$ cat src/rtl/core/attitude_altitude_pid_bank_macros.svh
// Assertion macros for the PID bank.
`ifndef ATTITUDE_ALTITUDE_PID_BANK_MACROS_SVH
`define ATTITUDE_ALTITUDE_PID_BANK_MACROS_SVH

`ifndef NO_ASSERTIONS

`define AAPB_ASSERT_SAME(label, ante, cons) \
  label: assert property (@(posedge clk_i) disable iff (!rst_ni) (ante) |-> (cons)) \
    else $error("aapb: same-cycle check failed");

`define AAPB_ASSERT_NEXT(label, ante, cons) \
  label: assert property (@(posedge clk_i) disable iff (!rst_ni) (ante) |=> (cons)) \
    else $error("aapb: next-cycle check failed");

`else

`define AAPB_ASSERT_SAME(label, ante, cons)

`define AAPB_ASSERT_NEXT(label, ante, cons)

`endif

`endif

$ cat src/rtl/core/aapb_pkg.sv
package aapb_pkg;

  localparam int SAMPLE_W = 24;
  localparam int ERR_W    = SAMPLE_W + 2;
  localparam int DIFF_W   = ERR_W + 1;
  localparam int INTEG_W  = 24;
  localparam int GAIN_W   = 48;
  localparam int COEF_W   = 16;
  localparam int NUM_CH   = 5;
  localparam int MA_W     = 29;
  localparam int MB_W     = 28;
  localparam int PROD_W   = MA_W + MB_W;
  localparam int ACC_W    = 56;
  localparam int U_W      = 27;
  localparam int ALT_W    = 17;
  localparam int DRIVE_W  = 32;

  localparam logic signed [ERR_W-1:0]   DEG180    = ERR_W'(46080);
  localparam logic signed [ERR_W-1:0]   DEG360    = ERR_W'(92160);
  localparam logic signed [INTEG_W+3:0] INT_LIMIT = (INTEG_W+4)'(6553600);
  localparam logic signed [ALT_W-1:0]   ALT_LIMIT = ALT_W'(38400);
  // e/25 via reciprocal: u = e + 25*2^21 keeps the dividend positive
  localparam int                        DIV_K_LOG = 21;
  localparam logic [U_W-1:0]            DIV_BIAS  = U_W'(25 * (2 ** DIV_K_LOG));
  localparam logic [MA_W-1:0]           RECIP_25  = MA_W'(171798692);
  localparam logic [U_W-1:0]            DIV_25    = U_W'(25);

  typedef enum logic [2:0] {
    CH_PITCH = 3'd0,
    CH_ROLL  = 3'd1,
    CH_YAW   = 3'd2,
    CH_ALT   = 3'd3,
    CH_VACC  = 3'd4
  } chan_e;

  typedef enum logic [3:0] {
    OP_NONE,
    OP_LOAD,
    OP_CLEAR,
    OP_ERR,
    OP_RECIP,
    OP_FIXQ,
    OP_INTEG,
    OP_MUL_P,
    OP_MUL_I,
    OP_MUL_D,
    OP_ACC_D,
    OP_FIN,
    OP_PUBLISH
  } op_e;

  typedef enum logic [3:0] {
    ST_IDLE,
    ST_ERR,
    ST_RECIP,
    ST_FIXQ,
    ST_INTEG,
    ST_MUL_P,
    ST_MUL_I,
    ST_MUL_D,
    ST_ACC_D,
    ST_FIN,
    ST_PUB
  } state_e;

  typedef struct packed {
    op_e   op;
    chan_e ch;
  } cmd_t;

  typedef struct packed {
    logic out_busy;
  } status_t;

  // floor((256*r + 50) / 100) for r = e mod 25
  function automatic logic [6:0] inc_frac(input logic [4:0] r);
    logic [6:0] v;
    unique case (r)
      5'd0:  v = 7'd0;
      5'd1:  v = 7'd3;
      5'd2:  v = 7'd5;
      5'd3:  v = 7'd8;
      5'd4:  v = 7'd10;
      5'd5:  v = 7'd13;
      5'd6:  v = 7'd15;
      5'd7:  v = 7'd18;
      5'd8:  v = 7'd20;
      5'd9:  v = 7'd23;
      5'd10: v = 7'd26;
      5'd11: v = 7'd28;
      5'd12: v = 7'd31;
      5'd13: v = 7'd33;
      5'd14: v = 7'd36;
      5'd15: v = 7'd38;
      5'd16: v = 7'd41;
      5'd17: v = 7'd44;
      5'd18: v = 7'd46;
      5'd19: v = 7'd49;
      5'd20: v = 7'd51;
      5'd21: v = 7'd54;
      5'd22: v = 7'd56;
      5'd23: v = 7'd59;
      5'd24: v = 7'd61;
      default: v = 7'd0;
    endcase
    return v;
  endfunction

endpackage

$ cat src/rtl/core/aapb_ctrl.sv
module aapb_ctrl (
  input  logic             clk_i,
  input  logic             rst_ni,
  input  logic             in_valid_i,
  input  logic             cmd_i,
  output logic             in_stall_o,
  input  aapb_pkg::status_t status_i,
  output aapb_pkg::cmd_t    cmd_o
);

  aapb_pkg::state_e state_q, state_d;
  aapb_pkg::chan_e  ch_q, ch_d;

  always_ff @(posedge clk_i or negedge rst_ni) begin
    if (!rst_ni) begin
      state_q <= aapb_pkg::ST_IDLE;
      ch_q    <= aapb_pkg::CH_PITCH;
    end else begin
      state_q <= state_d;
      ch_q    <= ch_d;
    end
  end

  always_comb begin
    state_d    = state_q;
    ch_d       = ch_q;
    cmd_o.op   = aapb_pkg::OP_NONE;
    cmd_o.ch   = ch_q;
    in_stall_o = (state_q != aapb_pkg::ST_IDLE);
    unique case (state_q)
      aapb_pkg::ST_IDLE: begin
        if (in_valid_i) begin
          if (cmd_i) begin
            cmd_o.op = aapb_pkg::OP_CLEAR;
          end else begin
            cmd_o.op = aapb_pkg::OP_LOAD;
            ch_d     = aapb_pkg::CH_PITCH;
            state_d  = aapb_pkg::ST_ERR;
          end
        end
      end
      aapb_pkg::ST_ERR: begin
        cmd_o.op = aapb_pkg::OP_ERR;
        state_d  = aapb_pkg::ST_RECIP;
      end
      aapb_pkg::ST_RECIP: begin
        cmd_o.op = aapb_pkg::OP_RECIP;
        state_d  = aapb_pkg::ST_FIXQ;
      end
      aapb_pkg::ST_FIXQ: begin
        cmd_o.op = aapb_pkg::OP_FIXQ;
        state_d  = aapb_pkg::ST_INTEG;
      end
      aapb_pkg::ST_INTEG: begin
        cmd_o.op = aapb_pkg::OP_INTEG;
        state_d  = aapb_pkg::ST_MUL_P;
      end
      aapb_pkg::ST_MUL_P: begin
        cmd_o.op = aapb_pkg::OP_MUL_P;
        state_d  = aapb_pkg::ST_MUL_I;
      end
      aapb_pkg::ST_MUL_I: begin
        cmd_o.op = aapb_pkg::OP_MUL_I;
        state_d  = aapb_pkg::ST_MUL_D;
      end
      aapb_pkg::ST_MUL_D: begin
        cmd_o.op = aapb_pkg::OP_MUL_D;
        state_d  = aapb_pkg::ST_ACC_D;
      end
      aapb_pkg::ST_ACC_D: begin
        cmd_o.op = aapb_pkg::OP_ACC_D;
        state_d  = aapb_pkg::ST_FIN;
      end
      aapb_pkg::ST_FIN: begin
        cmd_o.op = aapb_pkg::OP_FIN;
        if (ch_q == aapb_pkg::CH_VACC) begin
          state_d = aapb_pkg::ST_PUB;
        end else begin
          ch_d    = aapb_pkg::chan_e'(ch_q + 3'd1);
          state_d = aapb_pkg::ST_ERR;
        end
      end
      aapb_pkg::ST_PUB: begin
        // hold the finished beat until the output register frees up
        if (!status_i.out_busy) begin
          cmd_o.op = aapb_pkg::OP_PUBLISH;
          state_d  = aapb_pkg::ST_IDLE;
        end
      end
      default: begin
        state_d = aapb_pkg::ST_IDLE;
      end
    endcase
  end

endmodule

$ cat src/rtl/core/aapb_dp.sv
module aapb_dp (
  input  logic                                      clk_i,
  input  logic                                      rst_ni,
  input  aapb_pkg::cmd_t                            cmd_i,
  output aapb_pkg::status_t                         status_o,
  input  logic                                      cfg_we_i,
  input  logic [2:0]                                cfg_idx_i,
  input  logic [aapb_pkg::GAIN_W-1:0]               cfg_data_i,
  input  logic signed [aapb_pkg::SAMPLE_W-1:0]      pitch_target_i,
  input  logic signed [aapb_pkg::SAMPLE_W-1:0]      roll_target_i,
  input  logic signed [aapb_pkg::SAMPLE_W-1:0]      yaw_target_i,
  input  logic signed [aapb_pkg::SAMPLE_W-1:0]      altitude_target_i,
  input  logic signed [aapb_pkg::SAMPLE_W-1:0]      pitch_meas_i,
  input  logic signed [aapb_pkg::SAMPLE_W-1:0]      roll_meas_i,
  input  logic signed [aapb_pkg::SAMPLE_W-1:0]      yaw_meas_i,
  input  logic signed [aapb_pkg::SAMPLE_W-1:0]      altitude_meas_i,
  input  logic signed [aapb_pkg::SAMPLE_W-1:0]      vertical_accel_i,
  input  logic                                      out_stall_i,
  output logic                                      out_valid_o,
  output logic signed [aapb_pkg::DRIVE_W-1:0]       roll_drive_o,
  output logic signed [aapb_pkg::DRIVE_W-1:0]       pitch_drive_o,
  output logic signed [aapb_pkg::DRIVE_W-1:0]       yaw_drive_o,
  output logic signed [aapb_pkg::ALT_W-1:0]         altitude_drive_o
);

  localparam int EW = aapb_pkg::ERR_W;
  localparam int SW = aapb_pkg::SAMPLE_W;

  logic [aapb_pkg::GAIN_W-1:0] gains_q [aapb_pkg::NUM_CH];

  logic signed [aapb_pkg::INTEG_W-1:0]     integ_q [aapb_pkg::NUM_CH];
  logic signed [EW-1:0]                    prev_q  [aapb_pkg::NUM_CH];
  logic [aapb_pkg::NUM_CH-1:0]             primed_q;

  logic signed [SW-1:0] pt_q, rt_q, yt_q, at_q, pm_q, rm_q, ym_q, am_q, va_q;

  logic signed [EW-1:0]                    e_q;
  logic signed [aapb_pkg::DIFF_W-1:0]      diff_q;
  logic [aapb_pkg::U_W-1:0]                u_q;
  logic signed [aapb_pkg::PROD_W-1:0]      p_q;
  logic signed [aapb_pkg::U_W-1:0]         a_q;
  logic [4:0]                              r_q;
  logic signed [aapb_pkg::ACC_W-1:0]       acc_q;

  logic signed [aapb_pkg::DRIVE_W-1:0]     roll_w_q, pitch_w_q, yaw_w_q;
  logic signed [aapb_pkg::ALT_W-1:0]       alt_w_q;

  logic [2:0] ch;
  assign ch = cmd_i.ch;

  logic [aapb_pkg::GAIN_W-1:0] g;
  logic signed [aapb_pkg::COEF_W-1:0] kp, ki, kd;
  assign g  = gains_q[ch];
  assign kp = g[47:32];
  assign ki = g[31:16];
  assign kd = g[15:0];

  assign status_o.out_busy = out_valid_o && out_stall_i;

  // channel error
  logic signed [EW-1:0] tgt, meas, e_raw, e_c;
  always_comb begin
    tgt = '0;
    meas = '0;
    unique case (cmd_i.ch)
      aapb_pkg::CH_PITCH: begin tgt = EW'(pt_q); meas = EW'(pm_q); end
      aapb_pkg::CH_ROLL:  begin tgt = EW'(rt_q); meas = EW'(rm_q); end
      aapb_pkg::CH_YAW:   begin tgt = EW'(yt_q); meas = EW'(ym_q); end
      aapb_pkg::CH_ALT:   begin tgt = EW'(at_q); meas = EW'(am_q); end
      aapb_pkg::CH_VACC:  begin tgt = '0;        meas = EW'(va_q); end
      default:            begin tgt = '0;        meas = '0;        end
    endcase
    e_raw = tgt - meas;
    e_c   = e_raw;
    if (cmd_i.ch == aapb_pkg::CH_YAW) begin
      if (e_raw > aapb_pkg::DEG180) begin
        e_c = e_raw - aapb_pkg::DEG360;
      end else if (e_raw < -aapb_pkg::DEG180) begin
        e_c = e_raw + aapb_pkg::DEG360;
      end
    end
  end

  // shared multiplier
  logic signed [aapb_pkg::MA_W-1:0]   ma;
  logic signed [aapb_pkg::MB_W-1:0]   mb;
  logic signed [aapb_pkg::PROD_W-1:0] prod;
  always_comb begin
    ma = aapb_pkg::MA_W'(kp);
    mb = aapb_pkg::MB_W'(e_q);
    unique case (cmd_i.op)
      aapb_pkg::OP_RECIP: begin
        ma = aapb_pkg::RECIP_25;
        mb = {1'b0, u_q};
      end
      aapb_pkg::OP_MUL_I: begin
        ma = aapb_pkg::MA_W'(ki);
        mb = aapb_pkg::MB_W'(integ_q[ch]);
      end
      aapb_pkg::OP_MUL_D: begin
        ma = aapb_pkg::MA_W'(kd);
        mb = aapb_pkg::MB_W'(diff_q);
      end
      default: begin
        ma = aapb_pkg::MA_W'(kp);
        mb = aapb_pkg::MB_W'(e_q);
      end
    endcase
    prod = ma * mb;
  end

  // quotient fix-up: q = floor(u/25), r = u - 25q
  logic [aapb_pkg::U_W-1:0] q_est, r_est, q_fix, r_fix;
  always_comb begin
    q_est = aapb_pkg::U_W'(p_q[aapb_pkg::PROD_W-1:32]);
    r_est = u_q - aapb_pkg::U_W'(q_est * aapb_pkg::DIV_25);
    q_fix = q_est;
    r_fix = r_est;
    if (r_est >= aapb_pkg::DIV_25) begin
      q_fix = q_est + aapb_pkg::U_W'(1);
      r_fix = r_est - aapb_pkg::DIV_25;
    end
  end

  // integral update with clamp
  logic signed [aapb_pkg::INTEG_W+3:0] inc, isum, iclamp;
  always_comb begin
    inc  = ((aapb_pkg::INTEG_W+4)'(a_q) <<< 6) + (aapb_pkg::INTEG_W+4)'({1'b0, aapb_pkg::inc_frac(r_q)});
    isum = (aapb_pkg::INTEG_W+4)'(integ_q[ch]) + inc;
    if (isum > aapb_pkg::INT_LIMIT) begin
      iclamp = aapb_pkg::INT_LIMIT;
    end else if (isum < -aapb_pkg::INT_LIMIT) begin
      iclamp = -aapb_pkg::INT_LIMIT;
    end else begin
      iclamp = isum;
    end
  end

  // rounding and saturation of the channel sum
  logic signed [aapb_pkg::ACC_W-1:0] rnd_full;
  logic signed [47:0]                rnd;
  logic signed [aapb_pkg::DRIVE_W-1:0] sat32;
  logic signed [aapb_pkg::ALT_W-1:0]   sat_alt;
  always_comb begin
    rnd_full = (acc_q + aapb_pkg::ACC_W'(128)) >>> 8;
    rnd      = rnd_full[47:0];
    if (rnd > 48'sh0000_7FFF_FFFF) begin
      sat32 = 32'sh7FFF_FFFF;
    end else if (rnd < -48'sh0000_8000_0000) begin
      sat32 = -32'sh8000_0000;
    end else begin
      sat32 = rnd[31:0];
    end
    if (rnd > 48'(aapb_pkg::ALT_LIMIT)) begin
      sat_alt = aapb_pkg::ALT_LIMIT;
    end else if (rnd < -48'(aapb_pkg::ALT_LIMIT)) begin
      sat_alt = -aapb_pkg::ALT_LIMIT;
    end else begin
      sat_alt = rnd[aapb_pkg::ALT_W-1:0];
    end
  end

  // gain registers
  always_ff @(posedge clk_i or negedge rst_ni) begin
    if (!rst_ni) begin
      for (int i = 0; i < aapb_pkg::NUM_CH; i++) begin
        gains_q[i] <= '0;
      end
    end else if (cfg_we_i && (cfg_idx_i < 3'(aapb_pkg::NUM_CH))) begin
      gains_q[cfg_idx_i] <= cfg_data_i;
    end
  end

  // channel state
  always_ff @(posedge clk_i or negedge rst_ni) begin
    if (!rst_ni) begin
      for (int i = 0; i < aapb_pkg::NUM_CH; i++) begin
        integ_q[i] <= '0;
        prev_q[i]  <= '0;
      end
      primed_q <= '0;
    end else if (cmd_i.op == aapb_pkg::OP_CLEAR) begin
      for (int i = 0; i < aapb_pkg::NUM_CH; i++) begin
        integ_q[i] <= '0;
        prev_q[i]  <= '0;
      end
      primed_q <= '0;
    end else if (cmd_i.op == aapb_pkg::OP_INTEG) begin
      integ_q[ch]  <= iclamp[aapb_pkg::INTEG_W-1:0];
      prev_q[ch]   <= e_q;
      primed_q[ch] <= 1'b1;
    end
  end

  // work registers
  always_ff @(posedge clk_i) begin
    unique case (cmd_i.op)
      aapb_pkg::OP_LOAD: begin
        pt_q <= pitch_target_i;
        rt_q <= roll_target_i;
        yt_q <= yaw_target_i;
        at_q <= altitude_target_i;
        pm_q <= pitch_meas_i;
        rm_q <= roll_meas_i;
        ym_q <= yaw_meas_i;
        am_q <= altitude_meas_i;
        va_q <= vertical_accel_i;
      end
      aapb_pkg::OP_ERR: begin
        e_q    <= e_c;
        // unprimed channel takes its own error as the previous one
        diff_q <= primed_q[ch] ? (aapb_pkg::DIFF_W'(e_c) - aapb_pkg::DIFF_W'(prev_q[ch]))
                               : '0;
        u_q    <= aapb_pkg::U_W'(e_c) + aapb_pkg::DIV_BIAS;
      end
      aapb_pkg::OP_RECIP: begin
        p_q <= prod;
      end
      aapb_pkg::OP_FIXQ: begin
        a_q <= $signed(q_fix) - $signed(aapb_pkg::U_W'(2 ** aapb_pkg::DIV_K_LOG));
        r_q <= r_fix[4:0];
      end
      aapb_pkg::OP_MUL_P: begin
        p_q <= prod;
      end
      aapb_pkg::OP_MUL_I: begin
        p_q   <= prod;
        // acceleration channel adds onto the altitude sum
        acc_q <= ((cmd_i.ch == aapb_pkg::CH_VACC) ? acc_q : '0) + aapb_pkg::ACC_W'(p_q);
      end
      aapb_pkg::OP_MUL_D: begin
        p_q   <= prod;
        acc_q <= acc_q + aapb_pkg::ACC_W'(p_q >>> 8);
      end
      aapb_pkg::OP_ACC_D: begin
        acc_q <= acc_q + (aapb_pkg::ACC_W'(p_q) <<< 6) + (aapb_pkg::ACC_W'(p_q) <<< 5)
                       + (aapb_pkg::ACC_W'(p_q) <<< 2);
      end
      aapb_pkg::OP_FIN: begin
        unique case (cmd_i.ch)
          aapb_pkg::CH_PITCH: pitch_w_q <= sat32;
          aapb_pkg::CH_ROLL:  roll_w_q  <= sat32;
          aapb_pkg::CH_YAW:   yaw_w_q   <= sat32;
          aapb_pkg::CH_VACC:  alt_w_q   <= sat_alt;
          default: ;
        endcase
      end
      default: ;
    endcase
  end

  // output register
  always_ff @(posedge clk_i or negedge rst_ni) begin
    if (!rst_ni) begin
      out_valid_o <= 1'b0;
    end else if (cmd_i.op == aapb_pkg::OP_PUBLISH) begin
      out_valid_o <= 1'b1;
    end else if (!out_stall_i) begin
      out_valid_o <= 1'b0;
    end
  end

  always_ff @(posedge clk_i) begin
    if (cmd_i.op == aapb_pkg::OP_PUBLISH) begin
      roll_drive_o     <= roll_w_q;
      pitch_drive_o    <= pitch_w_q;
      yaw_drive_o      <= yaw_w_q;
      altitude_drive_o <= alt_w_q;
    end
  end

endmodule

$ cat src/rtl/core/attitude_altitude_pid_bank.sv
// Five-channel PID bank (pitch, roll, yaw, altitude, vertical acceleration)
// with clamped integrals and a fixed 0.01 s step. A control step runs each
// channel in turn through the single shared 29x28 multiplier (reciprocal
// divide for the integral increment, then the P, I and D products) and then
// publishes; the input stalls from acceptance until that publish, so a new
// beat is taken only once the previous step has published. A clear beat
// gives no result. The next beat is accepted while a published result still
// waits in the output register; if a finished step finds that register still
// stalled, it holds and the input stalls until the register frees up.
`include "attitude_altitude_pid_bank_macros.svh"

module attitude_altitude_pid_bank (
  input  logic                                 clk_i,
  input  logic                                 rst_ni,
  input  logic                                 cfg_we_i,
  input  logic [2:0]                           cfg_idx_i,
  input  logic [aapb_pkg::GAIN_W-1:0]          cfg_data_i,
  input  logic                                 in_valid_i,
  output logic                                 in_stall_o,
  input  logic                                 cmd_i,
  input  logic signed [aapb_pkg::SAMPLE_W-1:0] pitch_target_i,
  input  logic signed [aapb_pkg::SAMPLE_W-1:0] roll_target_i,
  input  logic signed [aapb_pkg::SAMPLE_W-1:0] yaw_target_i,
  input  logic signed [aapb_pkg::SAMPLE_W-1:0] altitude_target_i,
  input  logic signed [aapb_pkg::SAMPLE_W-1:0] pitch_meas_i,
  input  logic signed [aapb_pkg::SAMPLE_W-1:0] roll_meas_i,
  input  logic signed [aapb_pkg::SAMPLE_W-1:0] yaw_meas_i,
  input  logic signed [aapb_pkg::SAMPLE_W-1:0] altitude_meas_i,
  input  logic signed [aapb_pkg::SAMPLE_W-1:0] vertical_accel_i,
  output logic                                 out_valid_o,
  input  logic                                 out_stall_i,
  output logic signed [aapb_pkg::DRIVE_W-1:0]  roll_drive_o,
  output logic signed [aapb_pkg::DRIVE_W-1:0]  pitch_drive_o,
  output logic signed [aapb_pkg::DRIVE_W-1:0]  yaw_drive_o,
  output logic signed [aapb_pkg::ALT_W-1:0]    altitude_drive_o
);

  aapb_pkg::cmd_t    cmd;
  aapb_pkg::status_t status;

  aapb_ctrl u_ctrl (
    .clk_i      (clk_i),
    .rst_ni     (rst_ni),
    .in_valid_i (in_valid_i),
    .cmd_i      (cmd_i),
    .in_stall_o (in_stall_o),
    .status_i   (status),
    .cmd_o      (cmd)
  );

  aapb_dp u_dp (
    .clk_i             (clk_i),
    .rst_ni            (rst_ni),
    .cmd_i             (cmd),
    .status_o          (status),
    .cfg_we_i          (cfg_we_i),
    .cfg_idx_i         (cfg_idx_i),
    .cfg_data_i        (cfg_data_i),
    .pitch_target_i    (pitch_target_i),
    .roll_target_i     (roll_target_i),
    .yaw_target_i      (yaw_target_i),
    .altitude_target_i (altitude_target_i),
    .pitch_meas_i      (pitch_meas_i),
    .roll_meas_i       (roll_meas_i),
    .yaw_meas_i        (yaw_meas_i),
    .altitude_meas_i   (altitude_meas_i),
    .vertical_accel_i  (vertical_accel_i),
    .out_stall_i       (out_stall_i),
    .out_valid_o       (out_valid_o),
    .roll_drive_o      (roll_drive_o),
    .pitch_drive_o     (pitch_drive_o),
    .yaw_drive_o       (yaw_drive_o),
    .altitude_drive_o  (altitude_drive_o)
  );

  `AAPB_ASSERT_NEXT(a_step_busy, in_valid_i && !in_stall_o && !cmd_i, in_stall_o)
  `AAPB_ASSERT_SAME(a_pub_free, cmd.op == aapb_pkg::OP_PUBLISH, !(out_valid_o && out_stall_i))
  `AAPB_ASSERT_SAME(a_alt_range, out_valid_o,
                    (altitude_drive_o <= aapb_pkg::ALT_LIMIT) && (altitude_drive_o >= -aapb_pkg::ALT_LIMIT))

endmodule

$ cat config.mk
export PLATFORM = sky130hd
export DESIGN_NAME = attitude_altitude_pid_bank
export DESIGN_NICKNAME = d
export VERILOG_FILES = /design/src/rtl/core/aapb_pkg.sv /design/src/rtl/core/aapb_ctrl.sv /design/src/rtl/core/aapb_dp.sv /design/src/rtl/core/attitude_altitude_pid_bank.sv
export VERILOG_INCLUDE_DIRS = /design/src /design/src/rtl/core
export SDC_FILE = /design/constraint.sdc
export NUM_CORES = 2
export LEC_CHECK = 0
export ABC_CLOCK_PERIOD_IN_PS = 18400
export BUFFER_PORTS_ARGS = -buffer_cell sky130_fd_sc_hd__buf_2
export CELL_PAD_IN_SITES_DETAIL_PLACEMENT = 1
export CELL_PAD_IN_SITES_GLOBAL_PLACEMENT = 2
export CORE_MARGIN = 5
export CORE_UTILIZATION = 30
export DETAILED_ROUTE_END_ITERATION = 12
export GPL_TIMING_DRIVEN = 0
export PLACE_DENSITY = 0.71
export SYNTH_ARGS = -nofsm -noshare
export SYNTH_HDL_FRONTEND = slang
export SYNTH_HIERARCHICAL = 1
export SYNTH_SLANG_ARGS = --single-unit
$ cat constraint.sdc
create_clock -name clk_i -period 18.4 [get_ports clk_i]
set_input_delay 0.92 -clock clk_i [delete_from_list [all_inputs] [get_ports clk_i]]
set_output_delay 0.92 -clock clk_i [all_outputs]
set_load 0.02 [all_outputs]
==> Yosys cells after proc, flatten, opt, wreduce, memory -nomap -nowiden <==
Memory sizes are Yosys's and may differ from the RTL's. A register that Yosys moved wholly into a read port is not among the register bits.
Cells that the tools add are included.
{ "word_totals": {"reg_bits": 1165, "out_inout_bits": 115, "mem_bits_ro": 192, "inputBits": 273, "elab_cells": 194, "memories": 1} }
{ "mem_list": {"columns": ["memory", "words", "width", "read_ports", "rd_clocked_by_memory_dff", "write_ports", "line", "rtl"], "rows": [
  ["(no name shown)", 32, 6, 1, 1, 0, "aapb_pkg.sv:78", "unique case (r)"]
]} }
{ "op_classes": {"order_cmp": 16, "bitwise_logic": 3, "n_reduce_logical": 19, "multipliers": 2, "muxes": 60, "n_addsub": 18, "n_eq_ne": 31} }
{ "op_table": {"columns": ["operator", "count"], "rows": [
  ["two-way mux 130 bit", 2],
  ["bitwise mux 240 bit", 1],
  ["two-way mux 120 bit", 2],
  ["adder 56 bit", 4],
  ["case mux 56 bit (3 select lines)", 1],
  ["two-way mux 26 bit", 6],
  ["binary-select mux 48 bit (select 3 bit)", 1],
  ["demux 48 bit (select 3 bit)", 1],
  ["two-way mux 48 bit", 3],
  ["bitwise mux 130 bit", 1],
  ["case mux 26 bit (5 select lines)", 1],
  ["bitwise mux 120 bit", 1],
  ["two-way mux 24 bit", 5],
  ["case mux 26 bit (4 select lines)", 1],
  ["case mux 4 bit (11 select lines)", 2],
  ["case mux 29 bit (3 select lines)", 1],
  ["case mux 28 bit (3 select lines)", 1],
  ["binary-select mux 26 bit (select 3 bit)", 1],
  ["demux 26 bit (select 3 bit)", 1],
  ["binary-select mux 24 bit (select 3 bit)", 1],
  ["demux 24 bit (select 3 bit)", 1],
  ["two-way mux 32 bit", 2],
  ["multiplier 29 x 28 -> 57 bit", 1],
  ["adder 56 x 49 -> 56 bit", 1],
  ["other kinds (61)", 107]
]} }

==> Depth between registers and ports, before layout <==
{ "depth": {"ltp_word": 11, "depth_mapped": 42, "depth_no_buf": 39} }

==> Cells and area by module <==
The synthesis kept the hierarchy.
{ "modules_own_cells": {"columns": ["module", "area_each_um2", "seq_area_each_um2", "n_inst", "cells_per_inst"], "rows": [
  ["aapb_dp", 91147.4, 31780.5, 1, 8326],
  ["aapb_ctrl", 545.5, 175.2, 1, 57]
]} }

==> Worst setup path before layout <==
Ideal clock, no wire load.
{ "synth_path": {"path_type": "input to register", "start": "in cmd_i", "end": "reg u_dp.am_q[0] (enable)", "setup_time_ns": 1.057, "required_time_ns": 17.343, "path_slack_ns": 0.902, "cell_stages": 6, "arrival_time_ns": 16.442, "n_path_buf": 1, "cell_sequence": "and2b_2 > a21oi_1 > o21ai_0 > buf_1 > nand2b_1 > nor3_1"} }
{ "synth_rtl": {"columns": ["element", "line", "rtl"], "rows": [
  ["start, declared", "attitude_altitude_pid_bank.sv:20", "input logic cmd_i,"],
  ["end signal, assigned", "aapb_dp.sv:206", "am_q <= altitude_meas_i;"],
  ["end, declared", "aapb_dp.sv:35", "logic signed [SW-1:0] pt_q, rt_q, yt_q, at_q, pm_q, rm_q, ym_q, am_q, va_q;"]
]} }

==> Final worst setup path <==
{ "layout_path": {"start": "reg u_ctrl.ch_q[1]", "end": "reg u_dp/p_q[56] in the netlist's numbering, data pin"} }
{ "layout_via": {"elab_chain_len": 6, "elab_cells_between_ends": 10, "classes_between": "1 x mul; 8 x mux; 1 x bitwise"} }
{ "layout_rtl": {"columns": ["element", "line", "rtl"], "rows": [
  ["start, declared", "aapb_ctrl.sv:12", "aapb_pkg::chan_e ch_q, ch_d;"],
  ["start signal, assigned", "aapb_ctrl.sv:17", "ch_q <= aapb_pkg::CH_PITCH;"],
  ["start signal, assigned", "aapb_ctrl.sv:20", "ch_q <= ch_d;"],
  ["NOT 3 -> 4 bit (implied by the code) *", "aapb_dp.sv:53, aapb_dp.sv:98", null],
  ["binary-select mux 48 bit (select 3 bit) / binary-select mux 24 bit (select 3 bit) (equally long branches)", "aapb_dp.sv:53, aapb_dp.sv:98", null],
  ["two-way mux 48 bit (implied by the code) / two-way mux 24 bit (equally long branches) (2 in series)", "aapb_dp.sv:53, aapb_dp.sv:98", null],
  ["case mux 29 bit (3 select lines) / case mux 28 bit (3 select lines) (equally long branches)", "aapb_dp.sv:91", "unique case (cmd_i.op)"],
  ["multiplier 29 x 28 -> 57 bit *", "aapb_dp.sv:109", "prod = ma * mb;"],
  ["net u_dp.prod (one bit)", "aapb_dp.sv:87", "logic signed [aapb_pkg::PROD_W-1:0] prod;"],
  ["end signal, assigned", "aapb_dp.sv:217", "p_q <= prod;"],
  ["end signal, assigned", "aapb_dp.sv:224", "p_q <= prod;"],
  ["end signal, assigned", "aapb_dp.sv:227", "p_q <= prod;"],
  ["end, declared", "aapb_dp.sv:40", "logic signed [aapb_pkg::PROD_W-1:0] p_q;"]
]} }
Mark *: on every way through the listed nets, which the timed path passes. The rest lies on a longest branch. The select of a mux whose other input is x is not followed.
A chain may end at the register's enable or synchronous reset.

==> out/results.tsv <==
stage	metric	value	unit
status	status	finished, violations left	
status	violations	capacitance limit, slew limit	
clock_network	cts_root_buf	clkbuf_16	
timing	maxSlewViolCount	12	
logic_synthesis	postSynthCellCount	8383	
worst_hold_path	hold_path_depth	1	
clock_network	cts_buffer_depth	4	
global_route	antenna_found_initial	38	
logic_synthesis	ys_seq_area_frac	0.3485	
clock_network	cts_resized	0	
critical_path	slowest_stage	nor2_1	
critical_path	worstSetupStartpointType	register	
floorplan	ios	388	
routing	dr_total_vias	68530	
clock_network	path_clk_slew	0.06	ns
routing	wl_per_cell	26.16	µm
critical_path	crit_start	u_ctrl/ch_q[1]$_DFFE_PN0P_	
logic_synthesis	syn-num-nets	10130	
final_layout	fin_util	0.3416	
placement	place_congestion	0.9213	
final_layout	area_growth	13.66	%
routing	drc_errors	0	
placement	hpwl	279600	µm
floorplan	start_util	0.3006	
timing	worst_pin_slew	1.536	ns
critical_path	cp-endpoint	u_dp/p_q[56]$_DFFE_PP_	
global_route	track_usage	0.2148	
logic_synthesis	yosysMostFrequentCell	inv_1	
clock_network	hold_buffers	1	
critical_path	path_class	reg2reg	
timing	hold_viol_final	0	
routing	firstDrtPassIters	5	
timing	rsz0062_at_grt	false	
logic_synthesis	synthFlopType	edfxtp_1	
timing	setup_viol	0	
timing	max-slew-margin-rel	-0.02370	
timing	min_period	15.42	ns
final_layout	drive_gt1_frac	0.1276	
logic_synthesis	synth-seq-cells	1150	
floorplan	die_area	316800	µm²
logic_synthesis	synth_area	91690	µm²
routing	ant_nets	0	
floorplan	die_h	562.9	µm
logic_synthesis	synthTopCellsByArea	edfxtp_1 (21%), fa_1 (21%), dfrtp_1 (14%), ha_1 (7.3%), inv_1 (4.3%)	
clock_network	clk_latency	0.85	ns
critical_path	path_max_fanout	10	
global_route	grt_max_degree	128	
timing	max_freq	64.86	MHz
critical_path	reg2regPathDepth	36	
clock_network	cts_buffers	141	
timing	fin_skew	0.1073	ns
final_layout	fillers	34020	
floorplan	core_area	305000	µm²
logic_synthesis	ys.warnings.count	6	
logic_synthesis	ys_top_cells_by_count	inv_1 (1057), fa_1 (943), nand2_1 (712)	
timing	whs	0.2733	ns
worst_hold_path	hp-class	in2reg	
logic_synthesis	synth_top_cell_area_share	0.2099	
critical_path	reg2reg_slack	2.98	ns
global_route	first_global_vias	75470	
timing	period_share	0.8379	
clock_network	cts_tree	yes	
critical_path	worstSetupEndpointType	register	
clock_network	cts.htree.levels	4	
floorplan	rows	203	
placement	io_buffer_count	387	
clock_network	postCtsSetupRepairBufs	0	
critical_path	worstPathArrival	15.94	ns
logic_synthesis	yosysTopAreaCell	edfxtp_1	
routing	first_iter_violations	4892	
global_route	grt_pass1_wl	508600	µm
logic_synthesis	synth_cell_types	128	
final_layout	nNetsFinal	10720	
clock_network	cts.sinks	1150	
routing	vias_per_cell	5.197	
critical_path	crit_required	18.92	ns
logic_synthesis	synth_edf_count	641	
floorplan	die_w	562.9	µm
critical_path	r2r-start	u_ctrl/ch_q[1]$_DFFE_PN0P_	
critical_path	crit_top_cell	fa_1	
flow_run	maxCapViolations	3	
logic_synthesis	synth-async-reset-ratio	0.4374	
critical_path	r2r-end	u_dp/p_q[56]$_DFFE_PP_	
routing	drt-total-wl	344900	µm
global_route	gr-total-overflow	0	
critical_path	max_stage_delay	1.22	ns
logic_synthesis	avgSynthCellArea	10.94	µm²
## placed cells by master, fill, tap and decap left out, types with 22 or more instances in the layout
| master | instances |
|---|---|
| mux2i_1 | 50 |
| a221oi_1 | 36 |
| nand3_1 | 111 |
| a21o_1 | 151 |
| nor2_1 | 495 |
| nand2b_1 | 62 |
| buf_6 | 35 |
| dfrtp_1 | 503 |
| nand2_1 | 711 |
| clkbuf_16 | 145 |
| a221o_1 | 25 |
| a31oi_1 | 43 |
| or2_2 | 25 |
| mux2_2 | 243 |
| ha_1 | 535 |
| nand4_1 | 69 |
| xor2_1 | 139 |
| a22oi_1 | 137 |
| o21ai_0 | 459 |
| nor2b_1 | 49 |
| o22ai_1 | 22 |
| clkinv_2 | 22 |
| o211ai_1 | 28 |
| o21bai_1 | 53 |
| o21ai_1 | 76 |
| inv_1 | 1057 |
| clkbuf_1 | 284 |
| a21oi_1 | 318 |
| edfxtp_1 | 641 |
| fa_1 | 943 |
| buf_1 | 28 |
| buf_2 | 406 |
| and2_1 | 51 |
| and3_1 | 104 |
| xnor2_1 | 228 |
| o21a_1 | 58 |
| mux4_2 | 99 |
| a211oi_1 | 39 |
| nor3_1 | 62 |
| a22o_1 | 58 |
## state kept, by name, indices dropped and copies added, names as in the netlist, 26 cells and up, named ones only
name	count
u_dp/gains_q	240
u_dp/prev_q	130
u_dp/integ_q	120
u_dp/p_q	57
u_dp/acc_q	56
u_dp/pitch_drive_o	32
u_dp/pitch_w_q	32
u_dp/roll_drive_o	32
u_dp/roll_w_q	32
u_dp/yaw_drive_o	32
u_dp/yaw_w_q	32
u_dp/diff_q	27
u_dp/e_q	26
## area by class of cell
type	instances	area (µm²)	share of cell area
multi-input combinational	5843	54560	0.5235
sequential	1150	31960	0.3066
tap	4100	5130	0.04922
inverter	1062	3986	0.03825
clock buffer	184	3963	0.03802
timing repair buffer	445	2796	0.02683
buffer	328	1340	0.01286
clock inverter	58	442.9	0.004250
antenna	17	42.54	0.0004082
## cell families (layout without fill, tap and decap cells)
kind of cell               after synthesis  after routing  synth area share
and+or+nand+nor                       1883           1883           0.09589
AOI/OAI and AO/OA                     1705           1705            0.1215
adders and majority gates             1480           1480            0.2791
buffers and inverters                 1390           2077           0.05802
DFF                                   1150           1150            0.3485
muxes                                  403            403           0.06097
xor gates and xnor gates               372            372           0.03601
other                                    0             17                 0
## worst max-delay path, delay by kind of cell, from the launching register on
kind	cells	cell delay, ns
xor+xnor	1	0.10
fa+ha+maj	9	3.90
simple gates	3	1.93
buf+inv	9	4.31
flops	1	0.40
mux	1	0.42
compound gates	13	3.97
## how the worst min path moves through the flow
stage	startpoint	end
after floorplan	u_dp/alt_w_q[0]$_SDFFCE_PP0P_	u_dp/altitude_drive_o[0]$_DFFE_PP_
after global placement	u_dp/pitch_w_q[17]$_DFFE_PP_	u_dp/pitch_drive_o[17]$_DFFE_PP_
after detailed placement	u_dp/roll_w_q[18]$_DFFE_PP_	u_dp/roll_drive_o[18]$_DFFE_PP_
after CTS	yaw_meas_i[4]	u_dp/ym_q[4]$_DFFE_PN_
after global routing	vertical_accel_i[19]	u_dp/va_q[19]$_DFFE_PN_
final	pitch_target_i[11]	u_dp/pt_q[11]$_DFFE_PN_
## through the flow
step | cells | setup WS [ns] | instance area, µm² | TNS, ns
floorplan | 8383 | 0.9016 | 91690 | 0
global placement | 12870 | -6.058 | 98760 | -1302.56
global route | 13180 | 2.585 | 104200 | 0
CTS | 13170 | 2.995 | 104200 | 0
finish | 13190 | 2.982 | 104200 | 0
detailed placement | 12930 | 2.889 | 99740 | 0
## layer usage
metal	global-route usage	wire length (µm)	part of all wire
met5	0	99	0.00029
met4	0.08178	15340	0.044
met3	0.03425	20260	0.059
met2	0.3645	165600	0.48
met1	0.2755	143600	0.42
Power is not shown: default switching activity piles up to over one toggle a cycle in this logic, so the estimate is an artifact.
